==> src/uaq_pkg.sv <==
`timescale 1ns / 1ps
// ---------------------------------------------------------------------------
// uaq_pkg
// Shared widths, register indexes and reset values of the ultrasonic
// altitude qualifier.
// ---------------------------------------------------------------------------
package uaq_pkg;

  // field widths
  localparam int HEIGHT_W = 10;
  localparam int SPEED_W  = 13;
  localparam int LIMIT_W  = 12;
  localparam int TICK_W   = 8;
  localparam int DECAY_W  = 4;
  localparam int RAW_W    = 16;
  localparam int STAMP_W  = 32;
  localparam int RATE_W   = 16;

  // configuration port
  localparam int CFG_IDX_W  = 3;
  localparam int CFG_DATA_W = 12;

  typedef logic [CFG_IDX_W-1:0] cfg_idx_t;

  localparam cfg_idx_t REG_MAX_RANGE  = 3'd0;
  localparam cfg_idx_t REG_MAX_JUMP   = 3'd1;
  localparam cfg_idx_t REG_SPEED_LIM  = 3'd2;
  localparam cfg_idx_t REG_FAIL_TICKS = 3'd3;
  localparam cfg_idx_t REG_RATE_PER   = 3'd4;
  localparam cfg_idx_t REG_DECAY_DIV  = 3'd5;

  // register reset values
  localparam logic [HEIGHT_W-1:0] RST_MAX_RANGE  = 10'd220;
  localparam logic [HEIGHT_W-1:0] RST_MAX_JUMP   = 10'd50;
  localparam logic [LIMIT_W-1:0]  RST_SPEED_LIM  = 12'd500;
  localparam logic [TICK_W-1:0]   RST_FAIL_TICKS = 8'd8;
  localparam logic [TICK_W-1:0]   RST_RATE_PER   = 8'd10;
  localparam logic [DECAY_W-1:0]  RST_DECAY_DIV  = 4'd5;

  // filter state reset
  localparam logic [HEIGHT_W-1:0] RST_GOOD_HEIGHT = 10'd20;

  // cm per ms to mm per s
  localparam int SPEED_SCALE = 10000;

  // dividend of the serial divider: 1023 * 10000 fits in 24 bits
  localparam int DIVN_W = 24;
  localparam int DCNT_W = $clog2(DIVN_W);

  localparam logic [TICK_W-1:0] MISSED_MAX = 8'd255;

endpackage

==> src/ultrasonic_altitude_qualifier.sv <==
`timescale 1ns / 1ps
// ---------------------------------------------------------------------------
// ultrasonic_altitude_qualifier
// Qualifies ultrasonic range readings into a height and a vertical speed,
// and tracks sensor health with a missed-reading counter and a rate sample.
// ---------------------------------------------------------------------------
//
//  channel | handshake           | payload
//  --------+---------------------+---------------------------------------------
//  in      | in_valid / in_stall | func, reading_present, range_raw, time_ms
//  out     | out_valid/out_stall | height_cm, speed_mm_s, height_updated,
//          |                     | sensor_fail, reading_rate
//  cfg     | cfg_valid/cfg_ready | cfg_index, cfg_data
//
// One request in flight at a time; a new one is taken once the last has
// reached the output register, which may still be waiting to be taken.
// Monitor tick: IDLE, EMIT. Measurement with a zero height: IDLE, PREP, EMIT.
// Measurement through the filter: IDLE, PREP, LOAD, DIV, FIN, EMIT, with DIV the
// radix-2 restoring divider that shifts one dividend bit per cycle;
// an accepted reading with a zero interval skips DIV. Synchronous active-low
// reset restores state, configuration, filter and monitor registers and clears
// out_valid. A stalled output holds its request and keeps in_stall high.
// ---------------------------------------------------------------------------
module ultrasonic_altitude_qualifier #(
  parameter int TIME_BITS  = 32,
  parameter int COUNT_BITS = 16
) (
  input  logic                            clk,
  input  logic                            rst_n,
  // measurement / tick requests
  input  logic                            in_valid,
  output logic                            in_stall,
  input  logic                            in_func,
  input  logic                            in_reading_present,
  input  logic [uaq_pkg::RAW_W-1:0]       in_range_raw,
  input  logic [uaq_pkg::STAMP_W-1:0]     in_time_ms,
  // results
  output logic                            out_valid,
  input  logic                            out_stall,
  output logic [uaq_pkg::HEIGHT_W-1:0]    out_height_cm,
  output logic signed [uaq_pkg::SPEED_W-1:0] out_speed_mm_s,
  output logic                            out_height_updated,
  output logic                            out_sensor_fail,
  output logic [uaq_pkg::RATE_W-1:0]      out_reading_rate,
  // configuration writes
  input  logic                            cfg_valid,
  output logic                            cfg_ready,
  input  logic [uaq_pkg::CFG_IDX_W-1:0]   cfg_index,
  input  logic [uaq_pkg::CFG_DATA_W-1:0]  cfg_data
);
  import uaq_pkg::*;

  typedef enum logic [2:0] {
    ST_IDLE,
    ST_PREP,
    ST_LOAD,
    ST_DIV,
    ST_FIN,
    ST_EMIT
  } state_t;

  state_t state_r;

  // configuration
  logic [HEIGHT_W-1:0] max_range_r, max_jump_r;
  logic [LIMIT_W-1:0]  speed_lim_r;
  logic [TICK_W-1:0]   fail_ticks_r, rate_per_r;
  logic [DECAY_W-1:0]  decay_div_r;

  // filter and monitor state
  logic [HEIGHT_W-1:0]       last_raw_r, good_height_r, shown_height_r;
  logic [TIME_BITS-1:0]      good_time_r;
  logic signed [SPEED_W-1:0] speed_est_r;
  logic [TICK_W-1:0]         missed_r, phase_r;
  logic                      fail_r;
  logic [COUNT_BITS-1:0]     count_r, snapshot_r;
  logic [RATE_W-1:0]         rate_r;

  // per-request working registers
  logic [TIME_BITS-1:0] now_r, dt_r;
  logic                 updated_r, reject_r, diff_neg_r, sneg_r;
  logic [HEIGHT_W-1:0]  mag_r;

  // serial divider: dividend shifts out as quotient shifts in
  logic [DIVN_W-1:0]    div_n_r;
  logic [TIME_BITS-1:0] div_d_r, div_rem_r;
  logic [DCNT_W-1:0]    div_cnt_r;

  // output register
  logic                      out_valid_r, out_updated_r, out_fail_r;
  logic [HEIGHT_W-1:0]       out_height_r;
  logic signed [SPEED_W-1:0] out_speed_r;
  logic [RATE_W-1:0]         out_rate_r;

  logic in_acc, out_acc;
  assign in_acc  = in_valid && !in_stall;
  assign out_acc = out_valid_r && !out_stall;

  // time stamp fitted to TIME_BITS
  logic [TIME_BITS+STAMP_W-1:0] stamp_wide;
  logic [TIME_BITS-1:0]         now_nxt;
  assign stamp_wide = {{TIME_BITS{1'b0}}, in_time_ms};
  assign now_nxt    = stamp_wide[TIME_BITS-1:0];

  // clamp of the raw range
  logic [HEIGHT_W-1:0] raw_clamp_nxt;
  assign raw_clamp_nxt = (in_range_raw > RAW_W'(max_range_r)) ? max_range_r
                                                              : in_range_raw[HEIGHT_W-1:0];

  // tick bookkeeping
  logic [TICK_W-1:0]     missed_nxt, phase_nxt;
  logic [COUNT_BITS-1:0] rate_diff;
  logic [COUNT_BITS+RATE_W-1:0] rate_wide;
  logic [RATE_W-1:0]     rate_nxt;
  assign missed_nxt = (missed_r == MISSED_MAX) ? MISSED_MAX : missed_r + 1'b1;
  assign phase_nxt  = phase_r + 1'b1;
  assign rate_diff  = count_r - snapshot_r;
  assign rate_wide  = {{RATE_W{1'b0}}, rate_diff};
  assign rate_nxt   = rate_wide[RATE_W-1:0];

  // height change against the last good height
  logic signed [HEIGHT_W:0] diff_nxt;
  logic [HEIGHT_W:0]        diff_abs;
  logic [HEIGHT_W-1:0]      mag_nxt;
  assign diff_nxt = signed'({1'b0, last_raw_r}) - signed'({1'b0, good_height_r});
  assign diff_abs = diff_nxt[HEIGHT_W] ? (HEIGHT_W+1)'(0) - diff_nxt : diff_nxt;
  assign mag_nxt  = diff_abs[HEIGHT_W-1:0];

  // magnitude of the current speed
  logic [SPEED_W-1:0] speed_abs;
  assign speed_abs = speed_est_r[SPEED_W-1] ? SPEED_W'(0) - speed_est_r : speed_est_r;

  // one restoring divide step
  logic [TIME_BITS:0]   rem_sh;
  logic                 rem_ge;
  logic [TIME_BITS:0]   rem_sub;
  assign rem_sh  = {div_rem_r, div_n_r[DIVN_W-1]};
  assign rem_ge  = rem_sh >= {1'b0, div_d_r};
  assign rem_sub = rem_sh - {1'b0, div_d_r};

  // quotient to signed speed
  logic [LIMIT_W-1:0]  q_mag;
  logic                q_neg;
  logic [SPEED_W-1:0]  q_speed;
  assign q_mag   = (!reject_r && (div_n_r > DIVN_W'(speed_lim_r))) ? speed_lim_r
                                                                  : div_n_r[LIMIT_W-1:0];
  assign q_neg   = reject_r ? sneg_r : diff_neg_r;
  assign q_speed = q_neg ? SPEED_W'(0) - {1'b0, q_mag} : {1'b0, q_mag};

  assign in_stall  = (state_r != ST_IDLE);
  assign cfg_ready = 1'b1;

  // sequencer, state and output register
  always_ff @(posedge clk) begin
    if (!rst_n) begin
      state_r        <= ST_IDLE;
      max_range_r    <= RST_MAX_RANGE;
      max_jump_r     <= RST_MAX_JUMP;
      speed_lim_r    <= RST_SPEED_LIM;
      fail_ticks_r   <= RST_FAIL_TICKS;
      rate_per_r     <= RST_RATE_PER;
      decay_div_r    <= RST_DECAY_DIV;
      last_raw_r     <= '0;
      good_height_r  <= RST_GOOD_HEIGHT;
      good_time_r    <= '0;
      speed_est_r    <= '0;
      shown_height_r <= '0;
      missed_r       <= '0;
      fail_r         <= 1'b0;
      count_r        <= '0;
      snapshot_r     <= '0;
      phase_r        <= '0;
      rate_r         <= '0;
      out_valid_r    <= 1'b0;
    end else begin
      // register writes
      if (cfg_valid && cfg_ready) begin
        unique case (cfg_index)
          REG_MAX_RANGE:  max_range_r  <= cfg_data[HEIGHT_W-1:0];
          REG_MAX_JUMP:   max_jump_r   <= cfg_data[HEIGHT_W-1:0];
          REG_SPEED_LIM:  speed_lim_r  <= cfg_data[LIMIT_W-1:0];
          REG_FAIL_TICKS: fail_ticks_r <= cfg_data[TICK_W-1:0];
          REG_RATE_PER:   rate_per_r   <= cfg_data[TICK_W-1:0];
          REG_DECAY_DIV:  decay_div_r  <= cfg_data[DECAY_W-1:0];
          default: ;
        endcase
      end

      // output register drains when taken, unless refilled in ST_EMIT
      if (out_acc && (state_r != ST_EMIT)) begin
        out_valid_r <= 1'b0;
      end

      unique case (state_r)
        ST_IDLE: begin
          if (in_acc) begin
            now_r     <= now_nxt;
            updated_r <= 1'b0;
            if (!in_func) begin
              // measurement slot
              if (in_reading_present) begin
                last_raw_r <= raw_clamp_nxt;
                missed_r   <= '0;
                fail_r     <= 1'b0;
                count_r    <= count_r + 1'b1;
              end
              state_r <= ST_PREP;
            end else begin
              // monitor tick
              missed_r <= missed_nxt;
              if (missed_nxt >= fail_ticks_r) begin
                fail_r <= 1'b1;
              end
              if (phase_nxt >= rate_per_r) begin
                phase_r    <= '0;
                rate_r     <= rate_nxt;
                snapshot_r <= count_r;
              end else begin
                phase_r <= phase_nxt;
              end
              state_r <= ST_EMIT;
            end
          end
        end

        ST_PREP: begin
          // classify the reading
          dt_r       <= now_r - good_time_r;
          mag_r      <= mag_nxt;
          diff_neg_r <= diff_nxt[HEIGHT_W];
          reject_r   <= (last_raw_r >= max_range_r) || (mag_nxt > max_jump_r);
          sneg_r     <= speed_est_r[SPEED_W-1];
          if (last_raw_r != '0) begin
            updated_r <= 1'b1;
            state_r   <= ST_LOAD;
          end else begin
            state_r <= ST_EMIT;
          end
        end

        ST_LOAD: begin
          div_rem_r <= '0;
          div_cnt_r <= '0;
          if (reject_r) begin
            // decay: |speed| / divisor, zero divisor acts as one
            div_n_r <= DIVN_W'(speed_abs[LIMIT_W-1:0]);
            div_d_r <= (decay_div_r == '0) ? TIME_BITS'(1) : TIME_BITS'(decay_div_r);
            state_r <= ST_DIV;
          end else if (dt_r == '0) begin
            // zero interval saturates by sign
            div_n_r <= (mag_r != '0) ? DIVN_W'(speed_lim_r) : '0;
            state_r <= ST_FIN;
          end else begin
            div_n_r <= DIVN_W'(mag_r) * DIVN_W'(SPEED_SCALE);
            div_d_r <= dt_r;
            state_r <= ST_DIV;
          end
        end

        ST_DIV: begin
          div_rem_r <= rem_ge ? rem_sub[TIME_BITS-1:0] : rem_sh[TIME_BITS-1:0];
          div_n_r   <= {div_n_r[DIVN_W-2:0], rem_ge};
          div_cnt_r <= div_cnt_r + 1'b1;
          if (div_cnt_r == DCNT_W'(DIVN_W - 1)) begin
            state_r <= ST_FIN;
          end
        end

        ST_FIN: begin
          speed_est_r <= q_speed;
          if (reject_r) begin
            shown_height_r <= good_height_r;
          end else begin
            shown_height_r <= last_raw_r;
            good_height_r  <= last_raw_r;
            good_time_r    <= now_r;
          end
          state_r <= ST_EMIT;
        end

        ST_EMIT: begin
          if (!out_valid_r || !out_stall) begin
            out_valid_r   <= 1'b1;
            out_height_r  <= shown_height_r;
            out_speed_r   <= speed_est_r;
            out_updated_r <= updated_r;
            out_fail_r    <= fail_r;
            out_rate_r    <= rate_r;
            state_r       <= ST_IDLE;
          end
        end

        default: state_r <= ST_IDLE;
      endcase
    end
  end

  assign out_valid          = out_valid_r;
  assign out_height_cm      = out_height_r;
  assign out_speed_mm_s     = out_speed_r;
  assign out_height_updated = out_updated_r;
  assign out_sensor_fail    = out_fail_r;
  assign out_reading_rate   = out_rate_r;

endmodule

==> config.mk <==
export PLATFORM = sky130hd
export DESIGN_NAME = ultrasonic_altitude_qualifier
export DESIGN_NICKNAME = d
export VERILOG_FILES = /design/src/uaq_pkg.sv /design/src/ultrasonic_altitude_qualifier.sv
export SDC_FILE = /design/constraint.sdc
export NUM_CORES = 1
export LEC_CHECK = 0
export ABC_AREA = 0
export BUFFER_PORTS_ARGS = -buffer_cell sky130_fd_sc_hd__buf_2
export CAP_MARGIN = 10
export CORE_MARGIN = 5
export CORE_UTILIZATION = 35
export CTS_CLUSTER_DIAMETER = 120
export DETAILED_ROUTE_END_ITERATION = 6
export PLACE_DENSITY_LB_ADDON = 0.1
export SLEW_MARGIN = 5
export SYNTH_ARGS = -nofsm -noshare
export SYNTH_HDL_FRONTEND = slang
export SYNTH_SLANG_ARGS = --single-unit
==> constraint.sdc <==
create_clock -name clk -period 6 [get_ports clk]
set_input_delay 0.3 -clock clk [delete_from_list [all_inputs] [get_ports clk]]
set_output_delay 0.3 -clock clk [all_outputs]
set_load 0.01 [all_outputs]
-- Word-level counts from Yosys, hierarchy flattened
Index checks and enable logic that the tools add are counted.
- flip-flop bits (word level): 408
- bits of input ports: 70
- output and inout bits: 44
- logic and storage cells: 152
- $add $sub $neg: 11
- multiply operators: 1
- magnitude comparators: 7
- equality and inequality tests: 19
- multiplexer cells: 38
- bitwise gates (word level): 2
- reductions and logical operators: 39
- operators with widths (kind ; count):
    two-way mux 32 bit ; 3
    case mux 32 bit (2 select lines) ; 1
    subtractor 32 bit ; 2
    two-way mux 24 bit ; 2
    case mux 24 bit (2 select lines) ; 1
    two-way mux 12 bit ; 3
    greater-or-equal comparator 33 x 32 -> 1 bit ; 1
    logical NOT 32 bit ; 1
    two-way mux 8 bit ; 4
    two-way mux 10 bit ; 3
    greater-than comparator 24 x 12 -> 1 bit ; 1
    two-way mux 3 bit ; 7
    multiplier 10 x 10 -> 20 bit, second input constant ; 1
    nonzero test 10 bit ; 2
    case mux 3 bit (6 select lines) ; 1
    AND reduction 2 bit ; 9
    AND reduction 3 bit ; 6
    adder 16 x 1 -> 16 bit, second input constant ; 1
    adder 8 x 1 -> 8 bit, second input constant ; 2
    greater-or-equal comparator 8 bit ; 2
    greater-than comparator 16 x 10 -> 1 bit ; 1
    AND reduction 4 bit ; 4
    subtractor 16 bit ; 1
    two-way mux 13 bit ; 1
    27 further kinds ; 57

-- Longest topological paths before layout
Gate-level depths: netlist of the first run.
- word-level depth: 6
- gate-level depth with buffers: 21
- depth with buffers taken out: 21

-- Least setup slack after synthesis of the first run
Ideal clock, no wire load.
- path type: flip-flop to flip-flop
- start: register mag_r[4]
- end: register div_n_r[23] (data pin)
- setup time: 0.256 ns
- arrival time: 4.361 ns
- data required time: 5.744 ns
- setup slack: 1.383 ns
- stages on the path, launching flop included: 19
- buffers on the path: 0
- period minus slack after synthesis: 4.617 ns
- path through: edfxtp_1 > inv_1 > fa_1 > inv_1 > ha_1 > inv_1 > fa_1 > inv_1 > ha_1 > ha_1 > ha_1 > or3_1 > a311oi_1 > o311ai_0 > a21o_1 > a21oi_1 > o21ai_0 > xor2_1 > a22o_1
- word-level cells in the longest chain between the ends: 4
- RTL lines (element ; RTL line ; RTL):
    start: declaration ; ultrasonic_altitude_qualifier.sv:82 ; logic [HEIGHT_W-1:0] mag_r;
    start signal: assignment ; ultrasonic_altitude_qualifier.sv:229 ; mag_r <= mag_nxt;
    multiplier 10 x 10 -> 20 bit ; ultrasonic_altitude_qualifier.sv:254 ; div_n_r <= DIVN_W'(mag_r) * DIVN_W'(SPEED_SCALE);
    two-way mux 24 bit ; ultrasonic_altitude_qualifier.sv:249 ; end else if (dt_r == '0) begin
    two-way mux 24 bit ; ultrasonic_altitude_qualifier.sv:244 ; if (reject_r) begin
    case mux 24 bit (2 select lines) ; ultrasonic_altitude_qualifier.sv:194 ; unique case (state_r)
    end signal: assignment ; ultrasonic_altitude_qualifier.sv:246 ; div_n_r <= DIVN_W'(speed_abs[LIMIT_W-1:0]);
    end signal: assignment ; ultrasonic_altitude_qualifier.sv:251 ; div_n_r <= (mag_r != '0) ? DIVN_W'(speed_lim_r) : '0;
    end signal: assignment ; ultrasonic_altitude_qualifier.sv:254 ;
    end: declaration ; ultrasonic_altitude_qualifier.sv:85 ; logic [DIVN_W-1:0] div_n_r;
Every way passes these cells.
A chain may end at the register's enable or synchronous reset.

-- Worst setup path after layout of the first run
Same ends and word-level chain as after synthesis.

==> results.md, run 1 <==
- Run status: finished clean
- First-pass GRT wire length: 98100 um
- # rows: 95
- Fin Setup TNS: 0 ps
- GRT Resource Usage Total: 16.3%
- Port bufs: 112
- CP max FO: 5
- Pre-CTS setup slack: 948 ps
- Clock Path Buffers: 3
- # DRC: 0
- Period utilisation layout: 84.1%
- Commonest cells post-synth: 276 x nand2_1, 214 x inv_1, 212 x edfxtp_1, 210 x ha_1, 188 x dfxtp_1
- Clock slew seen by the registers of the worst setup and hold paths: 60 ps
- Vias in the first global route: 17989
- Slowest stage cell on the critical path: fa_1
- F_max: 0.198 GHz
- PwrDens: 426 mW/mm^2
- Synth cell types: 75
- Worst hold path type: in2reg
- Post-Syn Instances: 2460
- Mapped cell area: 0.0236 mm^2
- Seq/Total Area, Yosys: 42.8%
- Top cell type's share of synthesized area: 26.9%
- Critical path, cell by cell: inv_1 > fa_1 > inv_1 > ha_1 > inv_1 > fa_1 > inv_1 > ha_1 > ha_1 > ha_1 > or3_1 > a311oi_1 > o311ai_0 > a21o_1 > a21oi_1 > o21ai_0 > xor2_1 > a22o_1
- Hold Path Sink: last_raw_r[9]$_SDFFE_PN0P_
- Top_reg_cell synth: edfxtp_1
- Clock Sinks: 400
- Die area: 0.0729 mm^2
- Share of layout cells above drive strength 1: 8.94%
- Root buf cell: clkbuf_16
- Placeable Area: 0.0670 mm^2
- Inserted Diodes: 0
- Fin. Hold Viols: 0
- 1st-pass router iterations: 6
- R2R setup slack: 960 ps
- CTS-repair resized insts: 0
- R2r endpoint: div_n_r[23]$_DFFE_PP_
- Die X-Extent: 270 um
- Post-synth top area cell: edfxtp_1
- CP Data Arrival Time: 5380 ps
- Worst Reg-to-Reg Cells: 18
- Reg area: 0.0101 mm^2
- Finished Layout Cells: 3512
- CTS HTree Levels: 2
- Clk_skew: 13.6 ps
- #FFs+latches synth: 400
- Initial antenna violation count: 3
- Hold depth: 3
- Dpl cells: 3383
- Die Y: 270 um
- Initial DRC count: 834
- Grt ovf: 0
- Pin count of the biggest net entering global routing: 98
- Area growth from synthesis to layout: 14.7%
- Fill cells: 6658
- Final Setup Violations: 0
- Hold path startpoint: in_range_raw[9]
- Top-count cell post-synth: nand2_1
- Gp weighted congestion: 0.855
- Clock latency on the worst-skew pair: 580 ps
- Via Count: 17848
- Ys Warns: 0
- CTS tree: yes
- Final min period: 5040 ps
- Final HPWL DP: 44500 um
- Slew Limit Headroom: 28.7%
- Crit Path Class: reg2reg
- Post-synthesis async set-or-reset flop share: 0%
- Final WL: 60200 um
- CTS buffer count: 48
- Max capacitance violation total: 0
- Vias per cell: 5.08
- Least-Margin Pin Slew: 1070 ps
- Slew Limit Fails: 0
- Mapped Avg Cell Area: 9.61 um^2
- Peak VDD IR: 309 uV
- Startpoint types: flop
- RSZ-0062 raised after global routing: false
- Top cells by area, synth: edfxtp_1 27%, dfxtp_1 16%, ha_1 11%, nand2_1 4.4%, xnor2_1 3.6%
- CP endpoint kind: flop
- DR WL/cell: 17.2 um
- Total power: 11.6 mW
- Post-synth EDFFs: 212
- Critical Path RT: 6330 ps
- RR Startpoint: mag_r[4]$_DFFE_PP_
- Starting Density: 35.3%
- Fin worst setup slack: 956 ps
- Multi-input logic area: 0.0124 mm^2
- Final #Nets: 2901
- CP max stage delay: 550 ps
- # IOs: 114
- Synthesized Nets: 2761
- Routed Antenna Nets: 0
- Static Leak: 10.8 nW
placed cells by master (no fill, tap or decap), drive strengths merged, types with 24 or more instances in the layout:
cell type / instances
nand2: 276
inv: 216
edfxtp: 212
ha: 210
dfxtp: 188
nor2: 143
buf: 132
a21oi: 107
o21ai: 104
a21boi: 100
xnor2: 97
nor2b: 78
clkbuf: 69
nand3: 64
mux2i: 52
a21o: 43
nor3: 41
xor2: 40
dlygate4sd3: 40
a211oi: 30
and2: 29
o21a: 28
o211ai: 24
kinds of logic after synthesis:
group | count (synthesis) | synth area share, %
buffers and inverters | 298 | 4.83
DFF | 400 | 42.8
and+or+nand+nor | 767 | 15.5
xor gates and xnor gates | 137 | 5.07
other | 1 | 0.0159
AOI/OAI and AO/OA | 568 | 16.3
muxes | 58 | 2.49
adders and majority gates | 231 | 12.9
layer usage:
metal | global-route usage (%) | vias to the layer above | wire length [um]
met4 | 3.44 | 4 | 1070
met3 | 2.76 | 79 | 2430
li1 | - | 9012 | -
met5 | 0 | - | 27
met1 | 23.4 | 8490 | 30400
met2 | 26.0 | 263 | 26300
how the worst max path moves through the flow:
stage                                   from                     to  slack, ps  depth (start not counted)
after floorplan           mag_r[4]$_DFFE_PP_  div_n_r[23]$_DFFE_PP_       1380                         18
final                     mag_r[4]$_DFFE_PP_  div_n_r[23]$_DFFE_PP_        960                         18
after CTS                 mag_r[4]$_DFFE_PP_  div_n_r[23]$_DFFE_PP_        910                         18
after global placement    mag_r[4]$_DFFE_PP_  div_n_r[23]$_DFFE_PP_        950                         18
after global routing      mag_r[4]$_DFFE_PP_  div_n_r[23]$_DFFE_PP_        600                         18
after detailed placement  mag_r[4]$_DFFE_PP_  div_n_r[23]$_DFFE_PP_        950                         18
registers in the layout, summed over array words and instances (netlist names), 12 cells and up:
signal and count:
div_d_r 32, div_rem_r 32, dt_r 32, good_time_r 32
now_r 32, div_n_r 24, count_r 16, out_reading_rate 16
rate_r 16, snapshot_r 16, out_speed_mm_s 13, speed_est_r 13
speed_lim_r 12
layout make-up:
type / instances / share of cell area, %
flip-flops and latches: 400 / 37.4
repair buffers: 172 / 4.11
multi-input cells: 1762 / 45.8
inverters: 216 / 2.99
well taps: 873 / 4.03
clock inverters: 20 / 0.803
clock buffers: 69 / 4.95
through the flow:
step	hold slack (ps)	instance area [um^2]	util, %
2_1_floorplan	399	23600	-
3_3_place_gp	412	25200	37.5
3_5_place_dp	412	25200	37.5
4_1_cts	0.296	27100	40.4
5_1_grt	16.8	27100	40.4
6_report	38.5	27100	40.4
timing repair:
action | CTS | global route
setup buffers | 0 | 0
endpoints found under the hold margin | 40 | 0
hold buffers | 40 | 0
critical path: cells and delay by family, from the launching register on:
kind / cells / cell delay (ps)
buffers and inverters: 4 / 290
AND/OR/NAND/NOR: 1 / 350
XOR/XNOR: 1 / 150
AO/OA/AOI/OAI: 6 / 1370
adder cells (fa/ha/maj): 6 / 2160
flip-flops: 1 / 470
report_power, final:
part,internal [mW],switching (mW)
clock network,1.73,1.17
logic,2.16,2.82
registers,3.42,0.251
(Power assumes the default switching activity.)
==> inputs of run 2 (changes only) <==
--- a/config.mk
+++ b/config.mk
@@ -5,7 +5,7 @@
 export SDC_FILE = /design/constraint.sdc
 export NUM_CORES = 1
 export LEC_CHECK = 0
-export ABC_AREA = 0
+export ABC_AREA = 1
 export BUFFER_PORTS_ARGS = -buffer_cell sky130_fd_sc_hd__buf_2
 export CAP_MARGIN = 10
 export CORE_MARGIN = 5
==> constraint.sdc (replaced) <==
create_clock -name clk -period 4.4 [get_ports clk]
set_input_delay 0.22 -clock clk [delete_from_list [all_inputs] [get_ports clk]]
set_output_delay 0.22 -clock clk [all_outputs]
set_load 0.01 [all_outputs]
==> results.md, run 2 <==
- Run status: finished clean
- Pin count of the biggest net entering global routing: 75
- Placeable Area: 0.0669 mm^2
- Clk_skew: 24.6 ps
- Clock latency on the worst-skew pair: 600 ps
- Share of layout cells above drive strength 1: 8.58%
- Hold Path Sink: rate_per_r[1]$_SDFFE_PN1P_
- Final min period: 4190 ps
- Clock slew seen by the registers of the worst setup and hold paths: 60 ps
- Hold path startpoint: cfg_data[1]
- GRT Resource Usage Total: 16.8%
- Port bufs: 112
- Ys Warns: 0
- Final Setup Violations: 0
- Commonest cells post-synth: 431 x inv_1, 416 x nand2_1, 316 x a21oi_1, 258 x o21ai_0, 212 x edfxtp_1
- Post-synth EDFFs: 212
- Worst Reg-to-Reg Cells: 18
- CP Data Arrival Time: 4500 ps
- Synth cell types: 60
- Initial DRC count: 988
- Static Leak: 11.7 nW
- Fill cells: 6811
- CTS buffer count: 48
- Least-Margin Pin Slew: 1160 ps
- Grt ovf: 0
- Post-Syn Instances: 2794
- 1st-pass router iterations: 5
- R2R setup slack: 210 ps
- RR Startpoint: mag_r[7]$_DFFE_PP_
- Clock Sinks: 400
- CTS tree: yes
- Final WL: 62600 um
- Initial antenna violation count: 4
- Starting Density: 35.1%
- DR WL/cell: 16.2 um
- Max capacitance violation total: 0
- Die area: 0.0725 mm^2
- CP endpoint kind: flop
- Peak VDD IR: 498 uV
- Area growth from synthesis to layout: 16.0%
- Gp weighted congestion: 0.875
- # rows: 95
- Hold depth: 3
- Seq/Total Area, Yosys: 43.1%
- Crit Path Class: reg2reg
- Die X-Extent: 269 um
- Routed Antenna Nets: 0
- Top cell type's share of synthesized area: 27.1%
- PwrDens: 613 mW/mm^2
- Period utilisation layout: 95.1%
- Critical Path RT: 4710 ps
- F_max: 0.239 GHz
- First-pass GRT wire length: 101000 um
- #FFs+latches synth: 400
- Slew Limit Headroom: 22.2%
- Top cells by area, synth: edfxtp_1 27%, dfxtp_1 16%, ha_1 11%, inv_1 6.9%, a21oi_1 6.7%
- Mapped cell area: 0.0235 mm^2
- Most common cell after layout, fill and taps aside: inv_1
- Top-count cell post-synth: inv_1
- Slew Limit Fails: 0
- Post-synth top area cell: edfxtp_1
- Fin Setup TNS: 0 ps
- Final Util: 40.8%
- Root buf cell: clkbuf_16
- Startpoint types: flop
- Via Count: 19012
- Dpl cells: 3723
- Vias in the first global route: 18749
- Vias per cell: 4.91
- # DRC: 0
- Final #Nets: 3255
- Die Y: 269 um
- Clock Path Buffers: 3
- CTS HTree Levels: 2
- Worst hold path type: in2reg
- Final HPWL DP: 46800 um
- # IOs: 114
- R2r endpoint: div_n_r[21]$_DFFE_PP_
- Finished Layout Cells: 3869
- Synthesized Nets: 3095
- Mapped Avg Cell Area: 8.42 um^2
- Most frequent cells in the layout: 429 x inv_1, 415 x nand2_1, 316 x a21oi_1, 256 x o21ai_0, 212 x edfxtp_1
- Top_reg_cell synth: edfxtp_1
- Post-synthesis async set-or-reset flop share: 0%
- Fin. Hold Viols: 0
- RSZ-0062 raised after global routing: true
- CP max FO: 5
==> run 2: changes by cell type in the layout (fill, tap and decap cells not counted), moves of 78 or more <==
cell / previous run / this run
inv_1: 213 / 429
nand2_1: 276 / 415
o21ai_0: 98 / 256
a21oi_1: 106 / 316
a21boi_0: 100 / 7
nor2b_1: 78 / 0
==> run 2: stage by stage <==
step / total power [mW] / setup slack [ps] / hold slack (ps) / area [um^2]
floorplan: 10.6 / 322 / 319 / 23500
global placement: 12.4 / 44.3 / 396 / 25100
detailed placement: 12.4 / 75.9 / 398 / 25100
CTS: 16.8 / 26.8 / 2.15 / 27200
global route: 18.2 / -58.6 / 21.6 / 27300
finish: 16.7 / 215 / 45.9 / 27300
==> run 2: layout make-up <==
type | instances | area (um^2) | area share, %
antenna | 2 | 5.00 | 0.0183
inverter | 435 | 1630 | 5.99
multi-input combinational | 1883 | 11500 | 42.1
sequential | 400 | 10100 | 37.1
clock buffer | 65 | 1420 | 5.21
timing repair buffer | 186 | 1260 | 4.61
tap | 873 | 1090 | 4.00
clock inverter | 25 | 248 | 0.908
==> run 2: what timing repair did <==
item                       CTS  global route
hold endpoints to repair    62             0
gates resized for setup      0             7
setup endpoints to repair    0             5
hold buffers                51             0
setup buffers                0             3
==> run 2: cell families (layout without fill, tap and decap cells) <==
group / count (synthesis) / in the layout / synth area share, %
adder cells (fa/ha/maj): 231 / 231 / 13.0
flip-flops: 400 / 400 / 43.1
AND/OR/NAND/NOR: 831 / 831 / 15.1
buffers and inverters: 511 / 711 / 8.36
other: 1 / 3 / 0.0159
AO/OA/AOI/OAI: 722 / 722 / 16.9
XOR/XNOR: 98 / 98 / 3.65
==> run 2: worst max path at each step <==
stage,startpoint,endpoint,slack [ps],cells after the start
2_1_floorplan,mag_r[3]$_DFFE_PP_,div_n_r[20]$_DFFE_PP_,320,21
3_3_place_gp,mag_r[5]$_DFFE_PP_,div_n_r[20]$_DFFE_PP_,40,21
3_5_place_dp,mag_r[5]$_DFFE_PP_,div_n_r[20]$_DFFE_PP_,80,21
4_1_cts,mag_r[5]$_DFFE_PP_,div_n_r[20]$_DFFE_PP_,30,21
5_1_grt,mag_r[3]$_DFFE_PP_,div_n_r[20]$_DFFE_PP_,-60,21
6_report,mag_r[7]$_DFFE_PP_,div_n_r[21]$_DFFE_PP_,210,18
==> run 2: layer usage <==
| layer | GRT usage, % | routed length, um | vias to the layer above |
|---|---|---|---|
| li1 | - | - | 9795 |
| met1 | 23.4 | 30900 | 8845 |
| met2 | 27.2 | 27700 | 283 |
| met3 | 2.94 | 2670 | 87 |
| met4 | 4.04 | 1310 | 2 |
| met5 | 0 | 13 | - |
==> run 2: report_power, final <==
group          leakage [nW]  internal (mW)  switching [mW]  total (mW)
clock                 0.825           2.47            1.71        4.18
sequential             3.48           4.73           0.291        5.03
combinational          7.38           2.80            4.73        7.53
==> run 2: worst max-delay path, cell delays in order (launching register included) <==
cell       delay [ps]
edfxtp_1          390
inv_1             140
fa_1              550
inv_1              40
ha_1              260
inv_1              50
fa_1              520
inv_1              40
ha_1              290
ha_1              300
ha_1              360
nand2_1           120
nor3_2            170
nand3_1           110
o2111ai_2         140
a21o_1            170
a21oi_1            60
o21ai_0            90
o21ai_0           100
